<file path="src/rtl/mtp_pkg.sv">
// Shared types and constants for the MAC address text parser.
package mtp_pkg;

	localparam int ADDR_W = 48;

	localparam logic [7:0] CHAR_DIGIT_0 = 8'h30;
	localparam logic [7:0] CHAR_DIGIT_9 = 8'h39;
	localparam logic [7:0] CHAR_UPPER_A = 8'h41;
	localparam logic [7:0] CHAR_UPPER_F = 8'h46;
	localparam logic [7:0] CHAR_LOWER_A = 8'h61;
	localparam logic [7:0] CHAR_LOWER_F = 8'h66;
	localparam logic [7:0] CHAR_COLON   = 8'h3a;
	localparam logic [7:0] HEX_TEN      = 8'h0a;

	typedef enum logic [1:0] {
		ST_COLON = 2'd0,
		ST_PLAIN = 2'd1,
		ST_BAD   = 2'd2
	} mtp_status_t;

	typedef struct packed {
		logic       is_hex;
		logic       is_colon;
		logic [3:0] nibble;
	} mtp_char_class_t;

	typedef struct packed {
		logic [ADDR_W-1:0] address;
		mtp_status_t       status;
	} mtp_result_t;

endpackage

</file>
<file path="src/rtl/mtp_hex_decode.sv">
// Character classifier: hex digit value and colon detect.
module mtp_hex_decode
	import mtp_pkg::*;
(
	input  logic [7:0]      character,
	output mtp_char_class_t cls
);

	logic [7:0] off_digit;
	logic [7:0] off_upper;
	logic [7:0] off_lower;

	assign off_digit = character - CHAR_DIGIT_0;
	assign off_upper = character - CHAR_UPPER_A + HEX_TEN;
	assign off_lower = character - CHAR_LOWER_A + HEX_TEN;

	always_comb begin
		cls.is_hex   = 1'b1;
		cls.is_colon = (character == CHAR_COLON);
		cls.nibble   = 4'd0;
		if (character inside {[CHAR_DIGIT_0:CHAR_DIGIT_9]}) begin
			cls.nibble = off_digit[3:0];
		end else if (character inside {[CHAR_UPPER_A:CHAR_UPPER_F]}) begin
			cls.nibble = off_upper[3:0];
		end else if (character inside {[CHAR_LOWER_A:CHAR_LOWER_F]}) begin
			cls.nibble = off_lower[3:0];
		end else begin
			cls.is_hex = 1'b0;
		end
	end

endmodule

</file>
<file path="src/rtl/mtp_form_tracker.sv">
// Per-string state for both layouts and the end-of-string verdict.
module mtp_form_tracker
	import mtp_pkg::*;
#(
	parameter int ADDRESS_BYTES = 6
) (
	input  logic            clk,
	input  logic            arst_n,
	input  logic            advance,
	input  logic            last,
	input  mtp_char_class_t cls,
	output mtp_result_t     result
);

	localparam int COLON_LEN = 3 * ADDRESS_BYTES - 1;
	localparam int PLAIN_LEN = 2 * ADDRESS_BYTES;
	localparam int VW        = 8 * ADDRESS_BYTES;
	localparam int PW        = $clog2(COLON_LEN + 1);

	logic [PW-1:0] pos_q, pos_n;
	logic [1:0]    phase_q, phase_n;
	logic          colon_ok_q, colon_ok_n;
	logic          plain_ok_q, plain_ok_n;
	logic [VW-1:0] colon_val_q, colon_val_n;
	logic [VW-1:0] plain_val_q, plain_val_n;
	logic          colon_active, plain_active, colon_slot;
	logic [ADDR_W-1:0] colon_addr, plain_addr;

	assign colon_active = pos_q < PW'(COLON_LEN);
	assign plain_active = pos_q < PW'(PLAIN_LEN);
	assign colon_slot   = (phase_q == 2'd2);

	always_comb begin
		colon_ok_n  = colon_ok_q;
		colon_val_n = colon_val_q;
		pos_n       = pos_q;
		phase_n     = phase_q;
		if (colon_active) begin
			pos_n   = pos_q + PW'(1);
			phase_n = colon_slot ? 2'd0 : phase_q + 2'd1;
			if (colon_slot) begin
				if (!cls.is_colon) colon_ok_n = 1'b0;
			end else if (!cls.is_hex) begin
				colon_ok_n = 1'b0;
			end else begin
				colon_val_n = {colon_val_q[VW-5:0], cls.nibble};
			end
		end
		plain_ok_n  = plain_ok_q;
		plain_val_n = plain_val_q;
		if (plain_active) begin
			if (!cls.is_hex) begin
				plain_ok_n = 1'b0;
			end else begin
				plain_val_n = {plain_val_q[VW-5:0], cls.nibble};
			end
		end
	end

	generate
		if (VW >= ADDR_W) begin : g_wide
			assign colon_addr = colon_val_n[ADDR_W-1:0];
			assign plain_addr = plain_val_n[ADDR_W-1:0];
		end else begin : g_narrow
			assign colon_addr = {{(ADDR_W-VW){1'b0}}, colon_val_n};
			assign plain_addr = {{(ADDR_W-VW){1'b0}}, plain_val_n};
		end
	endgenerate

	// Colon layout wins over plain when both are complete and clean.
	always_comb begin
		if (colon_ok_n && pos_n >= PW'(COLON_LEN)) begin
			result.address = colon_addr;
			result.status  = ST_COLON;
		end else if (plain_ok_n && pos_n >= PW'(PLAIN_LEN)) begin
			result.address = plain_addr;
			result.status  = ST_PLAIN;
		end else begin
			result.address = '0;
			result.status  = ST_BAD;
		end
	end

	always_ff @(posedge clk or negedge arst_n) begin
		if (!arst_n) begin
			pos_q       <= '0;
			phase_q     <= 2'd0;
			colon_ok_q  <= 1'b1;
			plain_ok_q  <= 1'b1;
			colon_val_q <= '0;
			plain_val_q <= '0;
		end else if (advance) begin
			if (last) begin
				pos_q       <= '0;
				phase_q     <= 2'd0;
				colon_ok_q  <= 1'b1;
				plain_ok_q  <= 1'b1;
				colon_val_q <= '0;
				plain_val_q <= '0;
			end else begin
				pos_q       <= pos_n;
				phase_q     <= phase_n;
				colon_ok_q  <= colon_ok_n;
				plain_ok_q  <= plain_ok_n;
				colon_val_q <= colon_val_n;
				plain_val_q <= plain_val_n;
			end
		end
	end

endmodule

</file>
<file path="src/rtl/mac_address_text_parser_top.sv">
// Top level of the MAC address text parser: input handshake and result register.
//
// Usage:
//   Input channel (in_valid/in_ready, character, last) takes one ASCII character
//   per transfer; last marks the final character of a string. Every string
//   yields exactly one result transfer on the output channel
//   (out_valid/out_ready, address, status): status 0 for the colon layout
//   xx:xx:xx:xx:xx:xx, 1 for twelve plain hex digits, 2 for invalid with
//   address zero. Characters past the layout length are ignored.
// Timing:
//   One character per cycle sustained unless a stall drops in_ready (below). The
//   result appears on out_valid in the cycle after the transfer of the last
//   character; the per-string state is updated in the same cycle as each input
//   transfer, so there is no other pipeline latency.
// Stall and reset:
//   A single result register holds the verdict; while it is full and the
//   receiver holds out_ready low, in_ready drops and input stalls. When the
//   receiver takes the result, a new character is accepted in that same cycle.
//   arst_n clears both layouts' state and empties the result register.
module mac_address_text_parser_top
	import mtp_pkg::*;
#(
	parameter int ADDRESS_BYTES = 6
) (
	input  logic              clk,
	input  logic              arst_n,
	input  logic              in_valid,
	output logic              in_ready,
	input  logic [7:0]        character,
	input  logic              last,
	output logic              out_valid,
	input  logic              out_ready,
	output logic [ADDR_W-1:0] address,
	output logic [1:0]        status
);

	mtp_char_class_t cls;
	mtp_result_t     result;
	logic            in_xfer;
	logic            out_valid_q;
	mtp_result_t     result_q;

	// Accept while the result register is empty or being drained this cycle.
	assign in_ready = !out_valid_q || out_ready;
	assign in_xfer  = in_valid && in_ready;

	mtp_hex_decode u_decode (
		.character (character),
		.cls       (cls)
	);

	mtp_form_tracker #(
		.ADDRESS_BYTES (ADDRESS_BYTES)
	) u_tracker (
		.clk     (clk),
		.arst_n  (arst_n),
		.advance (in_xfer),
		.last    (last),
		.cls     (cls),
		.result  (result)
	);

	// Load the verdict on the last character; drop valid once taken.
	always_ff @(posedge clk or negedge arst_n) begin
		if (!arst_n) begin
			out_valid_q <= 1'b0;
		end else if (in_xfer && last) begin
			out_valid_q <= 1'b1;
		end else if (out_ready) begin
			out_valid_q <= 1'b0;
		end
	end

	always_ff @(posedge clk) begin
		if (in_xfer && last) begin
			result_q <= result;
		end
	end

	assign out_valid = out_valid_q;
	assign address   = result_q.address;
	assign status    = result_q.status;

`ifndef ASSERT_OFF
	a_bad_is_zero: assert property (@(posedge clk) disable iff (!arst_n)
		out_valid_q && result_q.status == ST_BAD |-> result_q.address == '0)
		else $error("invalid result carries a nonzero address");

	a_last_gives_result: assert property (@(posedge clk) disable iff (!arst_n)
		in_xfer && last |=> out_valid_q)
		else $error("last character transfer did not load a result");

	a_result_from_last: assert property (@(posedge clk) disable iff (!arst_n)
		$rose(out_valid_q) |-> $past(in_xfer && last))
		else $error("result appeared without a last character");

	a_empty_takes_input: assert property (@(posedge clk) disable iff (!arst_n)
		!out_valid_q |-> in_ready)
		else $error("input stalled with an empty result register");
`endif

endmodule
</file>
<file path="config.mk">
export PLATFORM = sky130hd
export DESIGN_NAME = mac_address_text_parser_top
export DESIGN_NICKNAME = d
export VERILOG_FILES = /design/src/rtl/mtp_pkg.sv /design/src/rtl/mtp_hex_decode.sv /design/src/rtl/mtp_form_tracker.sv /design/src/rtl/mac_address_text_parser_top.sv
export SDC_FILE = /design/constraint.sdc
export NUM_CORES = 1
export LEC_CHECK = 0
export BUFFER_PORTS_ARGS = -buffer_cell sky130_fd_sc_hd__clkbuf_2
export CAP_MARGIN = 20
export CORE_MARGIN = 10
export CORE_UTILIZATION = 40
export DETAILED_ROUTE_END_ITERATION = 8
export SLEW_MARGIN = 20
export SYNTH_ARGS = -nofsm -noshare
export SYNTH_HDL_FRONTEND = slang
export SYNTH_SLANG_ARGS = --single-unit
export TNS_END_PERCENT = 50
</file>
<file path="constraint.sdc">
create_clock -name clk -period 2.67 [get_ports clk]
set_input_delay 0.1335 -clock clk [delete_from_list [all_inputs] [get_ports clk]]
set_output_delay 0.1335 -clock clk [all_outputs]
set_load 0.02 [all_outputs]
</file>
### After elaboration in Yosys (flattened, before gate mapping)

Index checks and enable logic that the tools add are counted.
W data, S select, Z words.

| word-level totals | value |
|---|---|
| output and inout bits | 52 |
| input bits | 13 |
| flip-flop bits (word level) | 156 |

| operators by class | value |
|---|---|
| $lt $le $gt $ge | 10 |
| add/subtract/negate cells | 7 |
| equal/unequal tests | 2 |
| reductions and logical operators | 12 |
| multiplexer cells | 30 |

Operator list:

| cell | count |
|---|---|
| $mux W48 | 7 |
| $mux W50 | 2 |
| $ge A8 B7 Y1 const B | 2 |
| $le A8 B7 Y1 const B | 2 |
| $mux W1 | 13 |
| $mux W4 | 3 |
| $sub A4 B1 Y4 const B | 3 |
| $mux W5 | 2 |
| $add A4 B4 Y4 const B | 2 |
| $eq A8 B6 Y1 const B | 1 |
| $ge A8 B6 Y1 const B | 1 |
| $le A8 B6 Y1 const B | 1 |
| $logic_and A1 B1 Y1 | 7 |
| $mux W2 | 3 |
| $add A5 B1 Y5 const B | 1 |
| $ge A5 B4 Y1 const B | 1 |
| $ge A5 B5 Y1 const B | 1 |
| $lt A5 B4 Y1 const B | 1 |
| $lt A5 B5 Y1 const B | 1 |
| $reduce_bool A2 Y1 | 2 |
| $add A2 B1 Y2 const B | 1 |
| $eq A2 B2 Y1 const B | 1 |
| $reduce_and A2 Y1 | 1 |
| $logic_not A1 Y1 | 1 |
| $logic_or A1 B1 Y1 | 1 |

### Logic depth before layout (Yosys ltp)

| depth | value |
|---|---|
| word-level depth | 10 |
| depth in mapped cells | 12 |
| mapped depth without buffers | 8 |

### Cells and area by module

From an unflattened synthesis, not the netlist that was laid out.

| unflattened totals | value |
|---|---|
| cell total of the unflattened synthesis | 694 |
| area, all modules | 8130.3 sq um |

Modules (own cells, without submodules):

| module | area an instance (sq um) | instances | cells each | seq. area each (sq um) |
|---|---|---|---|---|
| mtp_form_tracker | 6366.1 | 1 | 611 | 2630.0 |
| mac_address_text_parser_top | 1570.3 | 1 | 56 | 1526.5 |
| mtp_hex_decode | 193.9 | 1 | 27 | 0.0 |

### Least setup slack after synthesis

No wires, ideal clock.

| timing path | value |
|---|---|
| path type | register to register |
| from | register out_valid_q (netlist: out_valid) |
| to | register result_q, in the netlist address[0], enable pin |
| required time | 2265 ps |
| stages on the path, launching flop included | 6 |
| arrival time | 2314 ps |
| clock period less this slack | 2719 ps |
| setup slack | -49 ps |
| library setup time | 405 ps |
| cell sequence | dfrtp_1 -> nand2b_1 -> and2_1 -> clkbuf_1 -> nand2_1 -> inv_1 |

| between the ends | value |
|---|---|
| word-level cells in the longest chain between the ends | 4 |

Ends and longest elaborated chain:

| item | line | RTL |
|---|---|---|
| from (decl) | mac_address_text_parser_top.sv:40 | `logic out_valid_q;` |
| from (signal assigned) | mac_address_text_parser_top.sv:66 | `out_valid_q <= 1'b0;` |
| from (signal assigned) | mac_address_text_parser_top.sv:68 | `out_valid_q <= 1'b1;` |
| from (signal assigned) | mac_address_text_parser_top.sv:70 | `out_valid_q <= 1'b0;` |
| $logic_not A1 Y1 | mac_address_text_parser_top.sv:44 | `assign in_ready = !out_valid_q \|\| out_ready;` |
| $logic_or A1 B1 Y1 | mac_address_text_parser_top.sv:44 |  |
| via in_ready | mac_address_text_parser_top.sv:28 | `output logic in_ready,` |
| $logic_and A1 B1 Y1 | mac_address_text_parser_top.sv:45 | `assign in_xfer = in_valid && in_ready;` |
| $logic_and A1 B1 Y1 | mac_address_text_parser_top.sv:75 | `if (in_xfer && last) begin` |
| to (signal assigned) | mac_address_text_parser_top.sv:76 | `result_q <= result;` |
| to (decl) | mac_address_text_parser_top.sv:41 | `mtp_result_t result_q;` |

The timed path passes the listed nets, and every way through them passes these cells.
A chain may end at the register's enable or synchronous reset.

==> flow_metrics.py <==
metrics = {
    "status": {
        "outcome": "finished, final reports clean",
    },
    "global_routing": {
        "grt_pass1_vias": 5376,
        "overflow": 0,
        "grt_max_degree": 107,
        "antenna_found_initial": 0,
        "grt_pass1_wl_um": 28210,
        "grt_usage": 0.1430,
    },
    "final_layout": {
        "stdcell_count": 910,
        "drive_gt1_frac": 0.1865,
        "multi_input_area_mm2": 0.002821,
        "ff_latch_area_mm2": 0.004156,
        "nNetsFinal": 686,
        "fillCellCount": 1639,
        "areaGrowthSynthToFinish_pct": 15.92,
        "antenna_cells": 0,
    },
    "synthesis": {
        "synth_edf_count": 50,
        "async_reset_ff_frac": 0.6795,
        "syn_inst": 613,
        "ys.warnings.count": 0,
        "synth_cell_types": 49,
        "ys.flop_type": "dfrtp_1",
        "synth_nets": 631,
        "synth_area_per_cell_um2": 11.92,
        "ys_seq_area_frac": 0.5686,
        "ys_ff_latch": 156,
        "synthesis.area_mm2": 0.007310,
    },
    "hold_path": {
        "hold_end": "out_valid$_DFFE_PN0P_",
        "whs_path_depth": 3,
        "hold_start": "out_ready",
        "hp-class": "input port to flop",
    },
    "power_and_ir_drop": {
        "power.switching_w": 0.001263,
        "clock_power_share": 0.448,
        "internal_power_w": 0.004129,
        "p_sw_frac": 0.2342,
        "max-vdd-ir-drop_uv": 442.0,
        "powerDensity_mw_per_mm2": 636.3,
        "p_leak_nw": 3.696,
        "power_frac_seq": 0.478,
        "combPwrFrac": 0.074,
    },
    "routing": {
        "ant_nets": 0,
        "totalWireLength_um": 17050,
        "drt-wirelength-per-cell_um": 18.74,
        "vias_per_cell": 5.664,
        "drtPass1Iterations": 5,
        "drc": 0,
        "drtIter0Drc": 467,
        "vias": 5154,
    },
    "placed_design": {
        "dpl.cell_count": 876,
        "gp_congestion": 0.8445,
        "dp_hpwl_um": 10990,
        "port-buffer-count": 64,
    },
    "setup_path": {
        "critPathSlowestCell": "dfrtp_1",
        "rr_endpoint": "address[26]$_DFFE_PP_",
        "timing.critical_path.arrival_ns": 2.65,
        "crit_path_max_incr_delay_ns": 0.50,
        "path_cells": "o41ai_4, and2_1, o21a_2, buf_4, mux2i_1, o22ai_1",
        "worst-path-max-fanout": 29,
        "critPathKind": "flop to flop",
        "worstPathRequired_ns": 2.83,
        "cp-start-kind": "flop",
        "end_kind": "flop",
        "r2r_start": "u_tracker.pos_q[1]$_DFFE_PN0P_",
        "ff2ff_setup_slack_ns": 0.18,
        "rr_worst_depth": 6,
    },
    "floorplanning": {
        "die_w_um": 155.2,
        "fp.dieArea_mm2": 0.02408,
        "start_util": 0.4069,
        "die_h_um": 155.2,
        "fp-row-count": 49,
        "core-area_mm2": 0.01796,
        "ioPinCount": 65,
    },
    "job": {
        "max_cap_violations": 0,
    },
    "sta": {
        "post-route-min-period_ns": 2.491,
        "worstMarginPinSlew_ns": 0.6644,
        "fin_hold_ws_ns": 0.02763,
        "drv_slew": 0,
        "timing.final.crit_share": 0.9331,
        "finalSetupViolations": 0,
        "max_slew_margin": 0.5571,
        "timing.fmax_mhz": 401.4,
        "rsz0062_at_grt": "false",
        "worst_clock_skew_ns": 0.004169,
        "final_hold_viol_count": 0,
        "tns_ns": 0,
    },
    "clocking": {
        "clock_tree.buffer_depth": 2,
        "clock_latency_ns": 0.43,
        "cts_buffers": 17,
        "cts_tree": "yes",
        "cts.sinks": 156,
        "ctsHtreeMaxLevel": 4,
        "clkTransAtPathRegs_ns": 0.06,
        "root_buffer": "clkbuf_16",
    },
}
==> power groups by stage <==
stage	Combinational [W]	Sequential [W]	Clock (W)
after floorplan	0.000238	0.00264	0
after global placement	0.000390	0.00262	0
after detailed placement	0.000403	0.00262	0
after CTS	0.000405	0.00258	0.00246
after global routing	0.000444	0.00258	0.00257
final	0.000399	0.00258	0.00242
==> cell type report <==
type,count,share of cell area
clock buffer,24,0.06202
clock inverter,8,0.009008
inverter,10,0.004873
multi-input combinational,397,0.3330
sequential,156,0.4905
tap,229,0.03382
timing repair buffer,86,0.06675
==> kinds of logic (layout without fill, tap and decap cells) <==
family,after synthesis,after routing,synth area share
AO/OA/AOI/OAI,199,199,0.1866
flip-flops,156,156,0.5686
AND/OR/NAND/NOR,100,101,0.06111
multiplexers,92,92,0.1262
buffers and inverters,61,128,0.04896
adder cells (fa/ha/maj),5,5,0.008559
==> synthesized netlist by cell type, drive strengths merged (2+ instances only) <==
cell type / count / share of area
a22o: 46 / 0.055
and2: 5 / 0.0046
buf: 33 / 0.035
a22oi: 3 / 0.0031
nand3: 6 / 0.0048
edfxtp: 50 / 0.21
a2bb2oi: 2 / 0.0024
and3: 2 / 0.0017
nor4b: 2 / 0.0024
a31oi: 3 / 0.0026
nor2: 9 / 0.0046
mux2i: 91 / 0.12
dfrtp: 104 / 0.36
nor3: 2 / 0.0014
dfstp: 2 / 0.0072
a32oi: 3 / 0.0036
a311o: 2 / 0.0027
nand2: 67 / 0.034
o22ai: 51 / 0.044
clkbuf: 18 / 0.0092
ha: 5 / 0.0086
o21ai: 61 / 0.043
nand2b: 4 / 0.0034
a21o: 4 / 0.0041
a21oi: 11 / 0.0075
inv: 10 / 0.0051
o41ai: 3 / 0.0062
==> state kept, by name, indices dropped and copies added, names as in the netlist <==
register and flops:
address 48, out_valid 1, status 2, u_tracker.colon_ok_q 1, u_tracker.colon_val_q 48, u_tracker.phase_q 2
u_tracker.plain_ok_q 1, u_tracker.plain_val_q 48, u_tracker.pos_q 5
==> metal layers <==
layer	GRT usage	vias to the layer above	routed length [µm]
li1	-	2419	-
met1	0.1878	2593	7937
met2	0.2220	117	8068
met3	0.03695	25	765
met4	0.05437	0	281
met5	0	-	0
==> through the flow <==
stage | power (W) | setup slack, ns | cell area [µm²] | util
after floorplan | 0.002876 | 0.2943 | 7313 | -
after global placement | 0.003008 | 0.1206 | 7853 | 0.4371
after detailed placement | 0.003024 | -0.02066 | 7853 | 0.4371
after CTS | 0.005441 | 0.07738 | 8464 | 0.4712
after global routing | 0.005602 | 0.01441 | 8473 | 0.4717
final | 0.005392 | 0.1786 | 8473 | 0.4717
==> layout by cell type (no fill, tap or decap), types with 2 or more instances in the layout <==
master / n
dfrtp_1: 104
mux2i_1: 91
nand2_1: 67
clkbuf_2: 63
o21ai_0: 59
o22ai_1: 51
edfxtp_1: 50
a22o_1: 46
clkbuf_16: 20
buf_4: 16
a21oi_1: 11
inv_1: 9
nor2_1: 9
buf_12: 6
nand3_1: 5
ha_1: 5
nand2b_1: 4
a21o_1: 4
and2_1: 4
a22oi_1: 3
a32oi_1: 3
clkbuf_1: 3
clkinv_2: 3
nor4b_1: 2
a31oi_1: 2
and3_1: 2
a2bb2oi_1: 2
nor3_1: 2
clkinvlp_4: 2
and2_4: 2
o41ai_1: 2
clkinv_4: 2
dfstp_2: 2
==> worst max-delay path by stage <==
| stage | startpoint | to | slack, ns | cells past startpoint |
|---|---|---|---|---|
| final | u_tracker.pos_q[1]$_DFFE_PN0P_ | address[26]$_DFFE_PP_ | 0.18 | 6 |
| after global routing | u_tracker.pos_q[1]$_DFFE_PN0P_ | address[38]$_DFFE_PP_ | 0.01 | 8 |
| after CTS | u_tracker.pos_q[1]$_DFFE_PN0P_ | u_tracker.colon_val_q[26]$_DFFE_PN0P_ | 0.08 | 6 |
| after detailed placement | character[0] | u_tracker.colon_val_q[6]$_DFFE_PN0P_ | -0.02 | 10 |
| after global placement | character[0] | u_tracker.colon_val_q[2]$_DFFE_PN0P_ | 0.12 | 10 |
| after floorplan | out_valid$_DFFE_PN0P_ | address[0]$_DFFE_PP_ | 0.29 | 5 |
==> critical path, delay by kind of cell, from the launching register on <==
family,cells,cell delay [ns]
AO/OA/AOI/OAI,3,0.73
buffers and inverters,1,0.40
flip-flops,1,0.50
multiplexers,1,0.32
AND/OR/NAND/NOR,1,0.23
==> timing repair <==
| action | 4_1_cts | 5_1_grt |
|---|---|---|
| setup endpoints to repair | 0 | 45 |
| buffers inserted | 0 | 0 |
| resized for setup | 0 | 1 |
| hold buffers | 1 | 0 |
| endpoints found under the hold margin | 104 | 0 |
Note: power is estimated with default switching activity, not from simulation.
